**src/sv/oled_text_glyph_stream_macros.svh**
```systemverilog
// ----------------------------------------------------------------------------
// OLED text glyph stream assertion macros
// Shared concurrent assertion forms used across the glyph stream RTL.
// ----------------------------------------------------------------------------
`ifndef OLED_TEXT_GLYPH_STREAM_MACROS_SVH
`define OLED_TEXT_GLYPH_STREAM_MACROS_SVH

// Same-cycle implication, disabled while reset is asserted.
`define OTGS_ASSERT_NOW(label, clk, rst_n, ante, cons, msg) \
  label: assert property (@(posedge clk) disable iff (!rst_n) (ante) |-> (cons)) \
    else $error(msg);

// Next-cycle implication, disabled while reset is asserted.
`define OTGS_ASSERT_NEXT(label, clk, rst_n, ante, cons, msg) \
  label: assert property (@(posedge clk) disable iff (!rst_n) (ante) |=> (cons)) \
    else $error(msg);

`endif

```
**src/sv/otgs_pkg.sv**
```systemverilog
// ----------------------------------------------------------------------------
// OLED text glyph stream package
// Types, constants, the 5x7 glyph ROM and the beat generator.
// ----------------------------------------------------------------------------
package otgs_pkg;

  localparam logic [7:0] CTRL_CMD      = 8'h00;
  localparam logic [7:0] CTRL_DATA     = 8'h40;
  localparam logic [7:0] PAGE_CMD_BASE = 8'hB0;
  localparam logic [7:0] COL_HI_BASE   = 8'h10;
  localparam logic [7:0] COL_STEP      = 8'd6;
  localparam logic [7:0] CHAR_SPACE    = 8'h20;
  localparam logic [7:0] CHAR_UPPER_A  = 8'h41;
  localparam logic [7:0] CHAR_UPPER_Z  = 8'h5A;
  localparam logic [7:0] CHAR_DIGIT_0  = 8'h30;
  localparam logic [7:0] CHAR_DIGIT_9  = 8'h39;
  localparam logic [5:0] DIGIT_GLYPH_BASE = 6'd27;
  localparam logic [5:0] BLANK_GLYPH      = 6'd0;
  localparam logic [3:0] COL_OFFSET_RESET = 4'd2;

  // Byte positions within one character's stream.
  localparam logic [3:0] IDX_PAGE_CTL    = 4'd0;
  localparam logic [3:0] IDX_PAGE_CMD    = 4'd1;
  localparam logic [3:0] IDX_LO_CTL      = 4'd2;
  localparam logic [3:0] IDX_LO_CMD      = 4'd3;
  localparam logic [3:0] IDX_HI_CTL      = 4'd4;
  localparam logic [3:0] IDX_HI_CMD      = 4'd5;
  localparam logic [3:0] IDX_DATA_CTL    = 4'd6;
  localparam logic [3:0] IDX_GLYPH_FIRST = 4'd7;
  localparam logic [3:0] IDX_GLYPH_LAST  = 4'd11;
  localparam logic [3:0] IDX_SPACE_LAST  = 4'd12;
  localparam logic [3:0] IDX_PAD_CTL     = 4'd12;
  localparam logic [3:0] IDX_PAD_BYTE    = 4'd13;

  // Queue depth must be a power of two.
  localparam int FIFO_DEPTH = 2;
  localparam int FIFO_PTR_W = $clog2(FIFO_DEPTH);
  localparam int FIFO_CNT_W = $clog2(FIFO_DEPTH + 1);

  typedef struct packed {
    logic       is_space;
    logic [2:0] page;
    logic [7:0] col;
    logic [5:0] glyph_idx;
  } desc_t;

  typedef struct packed {
    logic [7:0] data;
    logic       tx_start;
    logic       tx_end;
    logic       last;
  } beat_t;

  function automatic logic [39:0] glyph_row(input logic [5:0] idx);
    logic [39:0] row;
    case (idx)
      6'd1:  row = 40'h7E1111117E;
      6'd2:  row = 40'h7F49494936;
      6'd3:  row = 40'h3E41414122;
      6'd4:  row = 40'h7F4141221C;
      6'd5:  row = 40'h7F49494941;
      6'd6:  row = 40'h7F09090901;
      6'd7:  row = 40'h3E4149497A;
      6'd8:  row = 40'h7F0808087F;
      6'd9:  row = 40'h00417F4100;
      6'd10: row = 40'h2040413F01;
      6'd11: row = 40'h7F08142241;
      6'd12: row = 40'h7F40404040;
      6'd13: row = 40'h7F0204027F;
      6'd14: row = 40'h7F0408107F;
      6'd15: row = 40'h3E4141413E;
      6'd16: row = 40'h7F09090906;
      6'd17: row = 40'h3E4151215E;
      6'd18: row = 40'h7F09192946;
      6'd19: row = 40'h4649494931;
      6'd20: row = 40'h01017F0101;
      6'd21: row = 40'h3F4040403F;
      6'd22: row = 40'h1F2040201F;
      6'd23: row = 40'h7F2018207F;
      6'd24: row = 40'h6314081463;
      6'd25: row = 40'h0304780403;
      6'd26: row = 40'h6151494543;
      6'd27: row = 40'h3E5149453E;
      6'd28: row = 40'h00427F4000;
      6'd29: row = 40'h4261514946;
      6'd30: row = 40'h2141454B31;
      6'd31: row = 40'h1814127F10;
      6'd32: row = 40'h2745454539;
      6'd33: row = 40'h3C4A494930;
      6'd34: row = 40'h0171090503;
      6'd35: row = 40'h3649494936;
      6'd36: row = 40'h064949291E;
      default: row = 40'h0000000000;
    endcase
    return row;
  endfunction

  function automatic beat_t gen_beat(input desc_t d, input logic [3:0] k);
    beat_t       b;
    logic [39:0] row;
    logic [2:0]  gi;
    row = glyph_row(d.glyph_idx);
    gi  = 3'(k - IDX_GLYPH_FIRST);
    b   = '0;
    unique case (k) inside
      IDX_PAGE_CTL, IDX_LO_CTL, IDX_HI_CTL: begin
        b.data     = CTRL_CMD;
        b.tx_start = 1'b1;
      end
      IDX_PAGE_CMD: begin
        b.data   = PAGE_CMD_BASE | {5'd0, d.page};
        b.tx_end = 1'b1;
      end
      IDX_LO_CMD: begin
        b.data   = {4'd0, d.col[3:0]};
        b.tx_end = 1'b1;
      end
      IDX_HI_CMD: begin
        b.data   = COL_HI_BASE + {4'd0, d.col[7:4]};
        b.tx_end = 1'b1;
      end
      IDX_DATA_CTL: begin
        b.data     = CTRL_DATA;
        b.tx_start = 1'b1;
      end
      [IDX_GLYPH_FIRST:IDX_GLYPH_LAST]: begin
        b.data   = d.is_space ? 8'd0 : row[39 - 8 * gi -: 8];
        b.tx_end = !d.is_space && (k == IDX_GLYPH_LAST);
      end
      IDX_PAD_CTL: begin
        b.data     = d.is_space ? 8'd0 : CTRL_DATA;
        b.tx_start = !d.is_space;
        b.tx_end   = d.is_space;
        b.last     = d.is_space;
      end
      IDX_PAD_BYTE: begin
        b.data   = 8'd0;
        b.tx_end = 1'b1;
        b.last   = 1'b1;
      end
      default: b = '0;
    endcase
    return b;
  endfunction

endpackage

```
**src/sv/oled_text_glyph_stream.sv**
```systemverilog
// A character's first beat goes via the descriptor queue and the output register.
// One beat per cycle leaves the output register unless out_ready holds it, so a
// space is 13 beats and any other character 14 beats, set by the byte sequencer.
// A two-entry descriptor queue lets the next characters be taken meanwhile.
// Reset (synchronous, active low): running column 0, column offset 2, queue
// and output register empty.
// ----------------------------------------------------------------------------
// OLED text glyph stream
// Turns text characters into the paged OLED command and data byte stream.
// ----------------------------------------------------------------------------
module oled_text_glyph_stream
  import otgs_pkg::*;
(
  input  logic       clk,
  input  logic       rst_n,
  input  logic       in_valid,
  output logic       in_ready,
  input  logic [7:0] in_char_code,
  input  logic [2:0] in_page_number,
  input  logic [7:0] in_start_column,
  input  logic       in_first_of_text,
  output logic       out_valid,
  input  logic       out_ready,
  output logic [7:0] out_wire_byte,
  output logic       out_transaction_start,
  output logic       out_transaction_end,
  output logic       out_last_of_item,
  input  logic       cfg_we,
  input  logic [3:0] cfg_wdata
);

  logic  q_full;
  logic  q_push;
  desc_t q_desc;
  logic  q_pop;
  logic  q_head_valid;
  desc_t q_head_desc;

  otgs_front u_front (
    .clk              (clk),
    .rst_n            (rst_n),
    .in_valid         (in_valid),
    .in_ready         (in_ready),
    .in_char_code     (in_char_code),
    .in_page_number   (in_page_number),
    .in_start_column  (in_start_column),
    .in_first_of_text (in_first_of_text),
    .cfg_we           (cfg_we),
    .cfg_wdata        (cfg_wdata),
    .q_full           (q_full),
    .q_push           (q_push),
    .q_desc           (q_desc)
  );

  otgs_fifo u_fifo (
    .clk        (clk),
    .rst_n      (rst_n),
    .push       (q_push),
    .push_desc  (q_desc),
    .full       (q_full),
    .pop        (q_pop),
    .head_valid (q_head_valid),
    .head_desc  (q_head_desc)
  );

  otgs_back u_back (
    .clk                   (clk),
    .rst_n                 (rst_n),
    .head_valid            (q_head_valid),
    .head_desc             (q_head_desc),
    .pop                   (q_pop),
    .out_valid             (out_valid),
    .out_ready             (out_ready),
    .out_wire_byte         (out_wire_byte),
    .out_transaction_start (out_transaction_start),
    .out_transaction_end   (out_transaction_end),
    .out_last_of_item      (out_last_of_item)
  );

endmodule

```
**src/sv/otgs_front.sv**
```systemverilog
// ----------------------------------------------------------------------------
// OLED text glyph stream front end
// Accepts characters, tracks the running column and classifies glyphs.
// ----------------------------------------------------------------------------
`include "oled_text_glyph_stream_macros.svh"

module otgs_front
  import otgs_pkg::*;
(
  input  logic       clk,
  input  logic       rst_n,
  input  logic       in_valid,
  output logic       in_ready,
  input  logic [7:0] in_char_code,
  input  logic [2:0] in_page_number,
  input  logic [7:0] in_start_column,
  input  logic       in_first_of_text,
  input  logic       cfg_we,
  input  logic [3:0] cfg_wdata,
  input  logic       q_full,
  output logic       q_push,
  output desc_t      q_desc
);

  logic [7:0] running_column_r, running_column_nxt;
  logic [3:0] column_offset_r, column_offset_nxt;
  logic [7:0] col_base;
  logic [5:0] glyph_idx;

  assign in_ready = !q_full;
  assign q_push   = in_valid && in_ready;
  assign col_base = in_first_of_text ? in_start_column : running_column_r;

  always_comb begin
    if (in_char_code >= CHAR_UPPER_A && in_char_code <= CHAR_UPPER_Z) begin
      glyph_idx = 6'(in_char_code - CHAR_UPPER_A) + 6'd1;
    end else if (in_char_code >= CHAR_DIGIT_0 && in_char_code <= CHAR_DIGIT_9) begin
      glyph_idx = 6'(in_char_code - CHAR_DIGIT_0) + DIGIT_GLYPH_BASE;
    end else begin
      glyph_idx = BLANK_GLYPH;
    end
  end

  always_comb begin
    q_desc.is_space  = (in_char_code == CHAR_SPACE);
    q_desc.page      = in_page_number;
    q_desc.col       = col_base + {4'd0, column_offset_r};
    q_desc.glyph_idx = glyph_idx;
  end

  assign running_column_nxt = q_push ? col_base + COL_STEP : running_column_r;
  assign column_offset_nxt  = cfg_we ? cfg_wdata : column_offset_r;

  always_ff @(posedge clk) begin
    if (!rst_n) begin
      running_column_r <= '0;
      column_offset_r  <= COL_OFFSET_RESET;
    end else begin
      running_column_r <= running_column_nxt;
      column_offset_r  <= column_offset_nxt;
    end
  end

  `OTGS_ASSERT_NEXT(a_col_step, clk, rst_n, q_push, running_column_r == 8'($past(col_base) + COL_STEP), "running column did not advance by one cell")

endmodule

```
**src/sv/otgs_fifo.sv**
```systemverilog
// ----------------------------------------------------------------------------
// OLED text glyph stream descriptor queue
// Small register queue that decouples the front end from the byte sequencer.
// ----------------------------------------------------------------------------
`include "oled_text_glyph_stream_macros.svh"

module otgs_fifo
  import otgs_pkg::*;
(
  input  logic  clk,
  input  logic  rst_n,
  input  logic  push,
  input  desc_t push_desc,
  output logic  full,
  input  logic  pop,
  output logic  head_valid,
  output desc_t head_desc
);

  desc_t                 mem_r [FIFO_DEPTH];
  logic [FIFO_PTR_W-1:0] wr_ptr_r, wr_ptr_nxt;
  logic [FIFO_PTR_W-1:0] rd_ptr_r, rd_ptr_nxt;
  logic [FIFO_CNT_W-1:0] count_r, count_nxt;

  assign full       = (count_r == FIFO_CNT_W'(FIFO_DEPTH));
  assign head_valid = (count_r != '0);
  assign head_desc  = mem_r[rd_ptr_r];

  assign wr_ptr_nxt = push ? wr_ptr_r + 1'b1 : wr_ptr_r;
  assign rd_ptr_nxt = pop ? rd_ptr_r + 1'b1 : rd_ptr_r;

  always_comb begin
    count_nxt = count_r;
    if (push && !pop) begin
      count_nxt = count_r + 1'b1;
    end else if (pop && !push) begin
      count_nxt = count_r - 1'b1;
    end
  end

  always_ff @(posedge clk) begin
    if (push) begin
      mem_r[wr_ptr_r] <= push_desc;
    end
  end

  always_ff @(posedge clk) begin
    if (!rst_n) begin
      wr_ptr_r <= '0;
      rd_ptr_r <= '0;
      count_r  <= '0;
    end else begin
      wr_ptr_r <= wr_ptr_nxt;
      rd_ptr_r <= rd_ptr_nxt;
      count_r  <= count_nxt;
    end
  end

  `OTGS_ASSERT_NOW(a_no_overflow, clk, rst_n, full, !push, "push into a full queue")
  `OTGS_ASSERT_NOW(a_no_underflow, clk, rst_n, pop, head_valid, "pop from an empty queue")

endmodule

```
**src/sv/otgs_back.sv**
```systemverilog
// ----------------------------------------------------------------------------
// OLED text glyph stream back end
// Serializes each descriptor into command and data beats through an output
// register.
// ----------------------------------------------------------------------------
`include "oled_text_glyph_stream_macros.svh"

module otgs_back
  import otgs_pkg::*;
(
  input  logic       clk,
  input  logic       rst_n,
  input  logic       head_valid,
  input  desc_t      head_desc,
  output logic       pop,
  output logic       out_valid,
  input  logic       out_ready,
  output logic [7:0] out_wire_byte,
  output logic       out_transaction_start,
  output logic       out_transaction_end,
  output logic       out_last_of_item
);

  logic [3:0] cnt_r, cnt_nxt;
  logic       out_valid_r, out_valid_nxt;
  beat_t      beat_r;
  beat_t      beat;
  logic       adv;

  assign beat = gen_beat(head_desc, cnt_r);
  assign adv  = head_valid && (!out_valid_r || out_ready);
  assign pop  = adv && beat.last;

  always_comb begin
    cnt_nxt = cnt_r;
    if (adv) begin
      cnt_nxt = beat.last ? '0 : cnt_r + 1'b1;
    end
  end

  always_comb begin
    out_valid_nxt = out_valid_r;
    if (adv) begin
      out_valid_nxt = 1'b1;
    end else if (out_ready) begin
      out_valid_nxt = 1'b0;
    end
  end

  always_ff @(posedge clk) begin
    if (adv) begin
      beat_r <= beat;
    end
  end

  always_ff @(posedge clk) begin
    if (!rst_n) begin
      cnt_r       <= '0;
      out_valid_r <= 1'b0;
    end else begin
      cnt_r       <= cnt_nxt;
      out_valid_r <= out_valid_nxt;
    end
  end

  assign out_valid             = out_valid_r;
  assign out_wire_byte         = beat_r.data;
  assign out_transaction_start = beat_r.tx_start;
  assign out_transaction_end   = beat_r.tx_end;
  assign out_last_of_item      = beat_r.last;

  `OTGS_ASSERT_NOW(a_last_ends_tx, clk, rst_n, out_valid_r && beat_r.last, beat_r.tx_end, "final beat of a character does not close its write")
  `OTGS_ASSERT_NOW(a_pop_at_end, clk, rst_n, pop, cnt_r == IDX_SPACE_LAST || cnt_r == IDX_PAD_BYTE, "descriptor retired before its stream ended")

endmodule

```
**config.mk**
```make
export PLATFORM = sky130hd
export DESIGN_NAME = oled_text_glyph_stream
export DESIGN_NICKNAME = d
export VERILOG_FILES = /design/src/sv/otgs_pkg.sv /design/src/sv/oled_text_glyph_stream.sv /design/src/sv/otgs_front.sv /design/src/sv/otgs_fifo.sv /design/src/sv/otgs_back.sv
export VERILOG_INCLUDE_DIRS = /design/src /design/src/sv
export SDC_FILE = /design/constraint.sdc
export NUM_CORES = 1
export LEC_CHECK = 0
export ABC_AREA = 1
export BUFFER_PORTS_ARGS = -buffer_cell sky130_fd_sc_hd__buf_4
export CAP_MARGIN = 40
export CORE_UTILIZATION = 50
export DETAILED_ROUTE_END_ITERATION = 12
export PLACE_DENSITY = 0.71
export SETUP_SLACK_MARGIN = 0.15
export SYNTH_ARGS = -nofsm -noshare
export SYNTH_HDL_FRONTEND = slang
export SYNTH_SLANG_ARGS = --single-unit
```
**constraint.sdc**
```tcl
create_clock -name clk -period 2.61 [get_ports clk]
set_clock_uncertainty 0.1 [all_clocks]
set_input_delay 0.261 -clock clk [delete_from_list [all_inputs] [get_ports clk]]
set_output_delay 0.261 -clock clk [all_outputs]
set_load 0.02 [all_outputs]
```
==> results of run 1 <==
-- worst max-delay path: stages, from the launching register on --
cell and delay, ns:
dfxtp_1 0.32, o21ai_0 0.30, inv_1 0.10, ha_1 0.35, nand2_1 0.10, nor2_1 0.05
a211oi_2 0.22, nor2_1 0.09, o21ai_1 0.21, nor2_1 0.08, xnor2_1 0.15
-- layout make-up --
cell class,count,share of cell area [%]
Clock buffer,12,3.06
Clock inverter,4,0.531
Inverter,92,5.67
Multi-Input combinational cell,593,48.7
Sequential cell,69,30.2
Tap cell,133,2.71
Timing Repair Buffer,73,9.14
-- sequential cells by signal, summed over array words and instances, names as in the netlist, named ones only --
name / cells
u_front.running_column_r: 8
u_back.out_valid: 1
u_back.out_transaction_start: 1
u_fifo.rd_ptr_r: 1
u_fifo.wr_ptr_r: 1
u_fifo.mem_r: 36
u_back.cnt_r: 4
u_back.out_wire_byte: 8
u_back.out_last_of_item: 1
u_front.column_offset_r: 4
u_fifo.count_r: 2
u_back.out_transaction_end: 1
-- logic make-up (layout without fill, tap and decap cells) --
group           after synthesis  after routing  synth area share [%]
flops                        69             69                  35.4
fa+ha+maj                    21             21                  5.16
simple gates                431            431                  34.8
mux                           1              1                 0.191
xor+xnor                     13             13                  2.17
compound gates              127            127                  13.2
buf+inv                     115            181                  9.13
-- routing by layer --
layer / vias to the layer above / global-route usage [%] / share of wire (%)
met5: - / 0 / 0
met4: 0 / 17.3 / 5.3
met3: 79 / 5.89 / 8.4
met2: 347 / 53.1 / 48
met1: 2610 / 37.8 / 39
li1: 2650 / - / -
-- metrics by stage --
stage	utilization (%)	worst slack, ns
final	61.6	0.283
after global routing	61.6	0.122
after CTS	60.6	0.144
after detailed placement	58.0	0.0646
after global placement	58.0	0.100
after floorplan	-	0.235
-- cells in the final DEF, fill, tap and decap left out, types with 13 or more instances in the layout --
master      n
nand2_1   239
a21oi_1    45
buf_4      67
edfxtp_1   47
nand2_2    14
dfxtp_1    21
nor2_1     81
inv_1      85
ha_1       16
nand3_1    61
o21ai_0    46
o21ai_1    13
-- power groups by stage --
stage | clock, mW | combinational [mW] | sequential, mW
after CTS | 0.939 | 1.23 | 1.36
after floorplan | 0 | 0.765 | 1.41
after global routing | 0.988 | 1.41 | 1.37
after detailed placement | 0 | 1.22 | 1.38
final | 0.928 | 1.29 | 1.36
after global placement | 0 | 1.22 | 1.37
-- synthesized netlist by cell type, types with 6 or more instances --
cell type / count / share of area [%]
a21oi_1: 47 / 4.5
buf_2: 10 / 0.96
clkbuf_1: 6 / 0.43
dfxtp_1: 22 / 8.4
edfxtp_1: 47 / 27
ha_1: 20 / 4.8
inv_1: 88 / 6.3
nand2_1: 245 / 18
nand2_2: 10 / 1.2
nand3_1: 63 / 6.0
nor2_1: 83 / 5.9
nor3_1: 7 / 0.67
o21ai_0: 48 / 4.6
o21ai_1: 11 / 1.1
xor2_1: 10 / 1.7
-- repair_timing --
item                                   CTS  global route
pin swaps                                0             2
setup endpoints to repair                5            14
gates resized for setup                  2            26
endpoints found under the hold margin    6             0
setup buffers                            0             3
hold buffers                             3             0
-- how the worst min path moves through the flow --
stage                                 startpoint                                 endpoint  slack, ns
CTS                                 cfg_wdata[0]  u_front.column_offset_r[0]$_SDFFE_PN0P_       0.03
global placement    u_fifo.rd_ptr_r$_SDFFE_PN0P_             u_fifo.rd_ptr_r$_SDFFE_PN0P_       0.34
detailed placement             in_page_number[2]            u_fifo.mem_r[1][16]$_DFFE_PP_       0.35
finish                              cfg_wdata[1]  u_front.column_offset_r[1]$_SDFFE_PN1P_       0.04
floorplan                      in_page_number[0]            u_fifo.mem_r[0][14]$_DFFE_PP_       0.26
global route                        cfg_wdata[1]  u_front.column_offset_r[1]$_SDFFE_PN1P_       0.04
==> flow_metrics.py, run 1 <==
metrics = {
    "yosys": {
        "synthesis.nets": 827,
        "synth_seq_cells": 69,
        "yosysSeqAreaShare_pct": 35.4,
        "yosysWarnings": 0,
        "avgSynthCellArea_sq_um": 6.74,
        "synth_cell_types": 42,
        "synthCells": 777,
        "synth.cell_area_sq_mm": 0.00524,
        "ys.flop_type": "edfxtp_1",
        "synthArstFlopShare_pct": 0,
        "synth_edf_count": 47,
    },
    "floorplan": {
        "pin_count": 42,
        "die_h_microns": 104,
        "initial_core_util_pct": 52.6,
        "die_area_sq_mm": 0.0109,
        "rows": 36,
        "fp.coreArea_sq_mm": 0.00995,
        "dieWidth_microns": 104,
    },
    "critical_path": {
        "critPathLaunchType": "flop",
        "rr_endpoint": "u_fifo.mem_r[0][13]$_DFFE_PP_",
        "endpoint_kind": "flop",
        "worstPathRequired_ns": 2.59,
        "ff2ff_path_depth": 10,
        "ff2ff_setup_slack_ns": 0.28,
        "cp-startpoint": "u_front.running_column_r[2]$_SDFFE_PN0P_",
        "cp_data_arrival_time_ns": 2.31,
        "critPathMaxFanout": 4,
        "crit_type": "reg -> reg",
        "critPathCapture": "u_fifo.mem_r[0][13]$_DFFE_PP_",
        "r2r-start": "u_front.running_column_r[2]$_SDFFE_PN0P_",
    },
    "timing": {
        "max_slew_margin_pct": 65.3,
        "rsz0062_at_grt": "no",
        "fin_crit_sh_pct": 89.1,
        "whs_ns": 0.0444,
        "fmax_mhz": 430,
        "setup_tns_ns": 0,
        "hold_violations": 0,
        "slew_viol_final": 0,
        "tightest_slew_ns": 0.515,
        "setup_viol": 0,
        "min_period_ns": 2.33,
    },
    "hold_path": {
        "hold_path_depth": 3,
        "worst_hold_path_type": "in -> reg",
    },
    "global_route": {
        "antenna_found_initial": 0,
        "grt_max_degree": 21,
        "grt_overflow_total": 0,
        "grt_pass1_wl_microns": 27000,
        "grt_usage_pct": 31.5,
        "grt_pass1_vias": 5474,
    },
    "final_layout": {
        "fin_nets": 888,
        "stdcell_count": 976,
        "drive_gt1_share_pct": 15.9,
        "fillers": 893,
        "seqCellArea_sq_mm": 0.00185,
        "synthToLayoutAreaGrowth_pct": 17.1,
        "design_area_sq_mm": 0.00613,
        "n_antenna_cell": 0,
        "multi_input_area_sq_mm": 0.00298,
    },
    "detailed_routing": {
        "drcViolationCount": 0,
        "vias": 5686,
        "drt_first_pass_iters": 5,
        "routed_wl_microns": 16900,
        "ant_nets": 0,
        "drtIter0Drc": 509,
        "wl_per_cell_microns": 17.4,
        "routed_via_density": 5.83,
    },
    "pwr": {
        "p_sw_mw": 1.34,
        "switching_share_pct": 37.4,
        "power_frac_comb_pct": 36.2,
        "intPower_mw": 2.24,
        "power_mw": 3.58,
        "pwr_density_cell_mw_per_mm2": 584,
        "pwr-share-clk_pct": 25.9,
        "ir_drop_mv": 0.452,
        "p_leak_nw": 2.97,
        "p_seq_share_pct": 37.9,
    },
    "placement": {
        "gp_congestion": 1.00,
        "port_buffers": 41,
        "dp_cells": 954,
        "placed_area_sq_mm": 0.00578,
        "dp_hpwl_microns": 13000,
    },
    "cts": {
        "htreeDepth": 3,
        "numCtsBuffers": 9,
        "cts-root-buf": "clkbuf_8",
        "clkSinkCount": 69,
        "tritoncts": "built",
        "clk_path_buf_depth": 2,
        "path_clk_slew_ns": 0.08,
        "clk_latency_ns": 0.35,
    },
    "run": {
        "maxCapViolations": 0,
    },
    "status": {
        "status": "finished clean",
    },
}
No activity file was read; power rests on OpenSTA's default activity.
==> inputs of run 2 (changes only) <==
Settings changed: PLACE_DENSITY 0.71 to 0.77, TNS_END_PERCENT set to 10.
==> run 2 against run 1 <==
Combinational power about the same; sequential power about the same; largest cell class unchanged; largest power group unchanged; critical path depth increased by 5; worst setup slack got worse by 0.019 ns; maximum frequency is 0.80% lower; wire length is 4.6% lower.
==> flow_metrics.py, run 2 (synthesis gave the netlist of run 1 again) <==
metrics = {
    "critical_path": {
        "ff2ff_path_depth": 15,
        "cp_data_arrival_time_ns": 2.46,
        "critPathMaxFanout": 11,
        "ff2ff_setup_slack_ns": 0.26,
        "worstPathRequired_ns": 2.73,
        "endpoint_kind": "flop",
        "rr_endpoint": "u_back.out_wire_byte[4]$_DFFE_PP_",
        "crit_type": "reg -> reg",
        "critPathLaunchType": "flop",
    },
    "global_route": {
        "grt_pass1_wl_microns": 26300,
        "grt_usage_pct": 30.7,
        "grt_max_degree": 19,
        "antenna_found_initial": 0,
        "grt_overflow_total": 0,
        "grt_pass1_vias": 5312,
    },
    "final_layout": {
        "final_cell_mix": "nand2_1, inv_1, nor2_1",
        "fin_nets": 887,
        "fillers": 884,
        "regMostFlops": "u_fifo.mem_r",
        "synthToLayoutAreaGrowth_pct": 15.5,
        "drive_gt1_share_pct": 14.6,
        "final_common_cell": "nand2_1",
        "n_antenna_cell": 0,
        "largest_reg_flops": 36,
        "design_area_sq_mm": 0.00605,
    },
    "timing": {
        "min_period_ns": 2.35,
        "tightest_slew_ns": 0.534,
        "setup_tns_ns": 0,
        "slew_viol_final": 0,
        "setup_viol": 0,
        "rsz0062_at_grt": "yes",
        "hold_violations": 0,
        "fmax_mhz": 426,
        "max_slew_margin_pct": 64.0,
        "fin_crit_sh_pct": 89.9,
    },
    "detailed_routing": {
        "routed_via_density": 5.70,
        "routed_wl_microns": 16200,
        "drcViolationCount": 0,
        "vias": 5560,
        "wl_per_cell_microns": 16.6,
        "ant_nets": 0,
        "drt_first_pass_iters": 5,
        "drtIter0Drc": 485,
    },
    "cts": {
        "clk_latency_ns": 0.35,
        "cts-root-buf": "clkbuf_8",
        "htreeDepth": 3,
        "tritoncts": "built",
        "path_clk_slew_ns": 0.07,
        "clkSinkCount": 69,
        "numCtsBuffers": 9,
        "clk_path_buf_depth": 2,
    },
    "hold_path": {
        "min_from": "cfg_wdata[0]",
        "worst_hold_path_type": "in -> reg",
        "hold_path_end": "u_front.column_offset_r[0]$_SDFFE_PN0P_",
        "hold_path_depth": 3,
    },
    "status": {
        "status": "finished clean",
    },
    "placement": {
        "port_buffers": 41,
        "dp_hpwl_microns": 12400,
        "gp_congestion": 1.08,
        "placed_area_sq_mm": 0.00578,
    },
    "floorplan": {
        "die_area_sq_mm": 0.0109,
        "rows": 36,
        "dieWidth_microns": 104,
        "pin_count": 42,
        "fp.coreArea_sq_mm": 0.00995,
        "die_h_microns": 104,
        "initial_core_util_pct": 52.6,
    },
    "run": {
        "maxCapViolations": 0,
    },
    "pwr": {
        "ir_drop_mv": 0.420,
        "pwr_density_cell_mw_per_mm2": 569,
        "p_leak_nw": 2.95,
    },
}
-- run 2: layout make-up --
cell class	count	area [sq um]	share of cell area, %
Timing Repair Buffer	72	552	9.12
Tap cell	133	166	2.75
Inverter	92	345	5.71
Sequential cell	69	1850	30.7
Clock buffer	13	170	2.81
Clock inverter	3	16.3	0.269
Multi-Input combinational cell	593	2940	48.7
-- run 2: stage by stage --
stage,setup slack (ns),cells,power (mW),hold WS [ns],utilization (%)
floorplan,0.235,777,2.17,0.260,-
global placement,0.156,955,2.57,0.336,58.1
detailed placement,0.00646,955,2.58,0.340,58.1
CTS,0.130,974,3.41,0.0465,60.3
global route,0.0759,975,3.64,0.0585,60.8
finish,0.265,975,3.44,0.0516,60.8
-- run 2: timing repair --
item,4_1_cts,5_1_grt
gates resized for setup,1,18
setup buffers,0,1
pin swaps,0,1
endpoints found under the setup margin,4,14
hold buffers,3,0
hold endpoints to repair,6,0
-- run 2: critical path: stages, from the launching register on --
cell and delay, ns:
dfxtp_2 0.35, buf_6 0.14, nand2_1 0.06, nand2_1 0.15, buf_4 0.19, ha_1 0.23, inv_1 0.09, nor2_2 0.19
nand2_1 0.12, a21oi_1 0.16, o21ai_0 0.10, nand3_1 0.07, nand3_1 0.07, nor2_1 0.08, nand2_1 0.05, nand2_1 0.05
-- run 2: routing by layer --
metal / up-vias / GRT usage (%) / part of all wire (%) / wire length [microns]
li1: 2657 / - / - / -
met3: 72 / 5.51 / 7.8 / 1260
met2: 303 / 51.6 / 47 / 7600
met1: 2528 / 38.2 / 40 / 6470
met4: 0 / 14.1 / 5.1 / 826
met5: - / 0 / 0 / 0
-- run 2: how the worst max path moves through the flow --
stage / cells after the start / startpoint / to
after global placement: 9 / in_first_of_text / u_fifo.mem_r[0][12]$_DFFE_PP_
after CTS: 10 / u_front.running_column_r[2]$_SDFFE_PN0P_ / u_fifo.mem_r[1][13]$_DFFE_PP_
final: 15 / flop / u_back.out_wire_byte[4]$_DFFE_PP_
after detailed placement: 9 / in_first_of_text / u_fifo.mem_r[0][12]$_DFFE_PP_
after global routing: 15 / flop / u_back.out_wire_byte[4]$_DFFE_PP_
after floorplan: 11 / in_first_of_text / u_fifo.mem_r[0][13]$_DFFE_PP_
-- run 2: power by group --
| group | internal, mW | switching, mW | leakage [nW] | total [mW] |
|---|---|---|---|---|
| registers | 1.31 | 0.0511 | 0.628 | 1.36 |
| clock network | 0.427 | 0.394 | 0.0989 | 0.821 |
| logic | 0.422 | 0.837 | 2.22 | 1.26 |
| total | 2.16 | 1.28 | 2.95 | 3.44 |
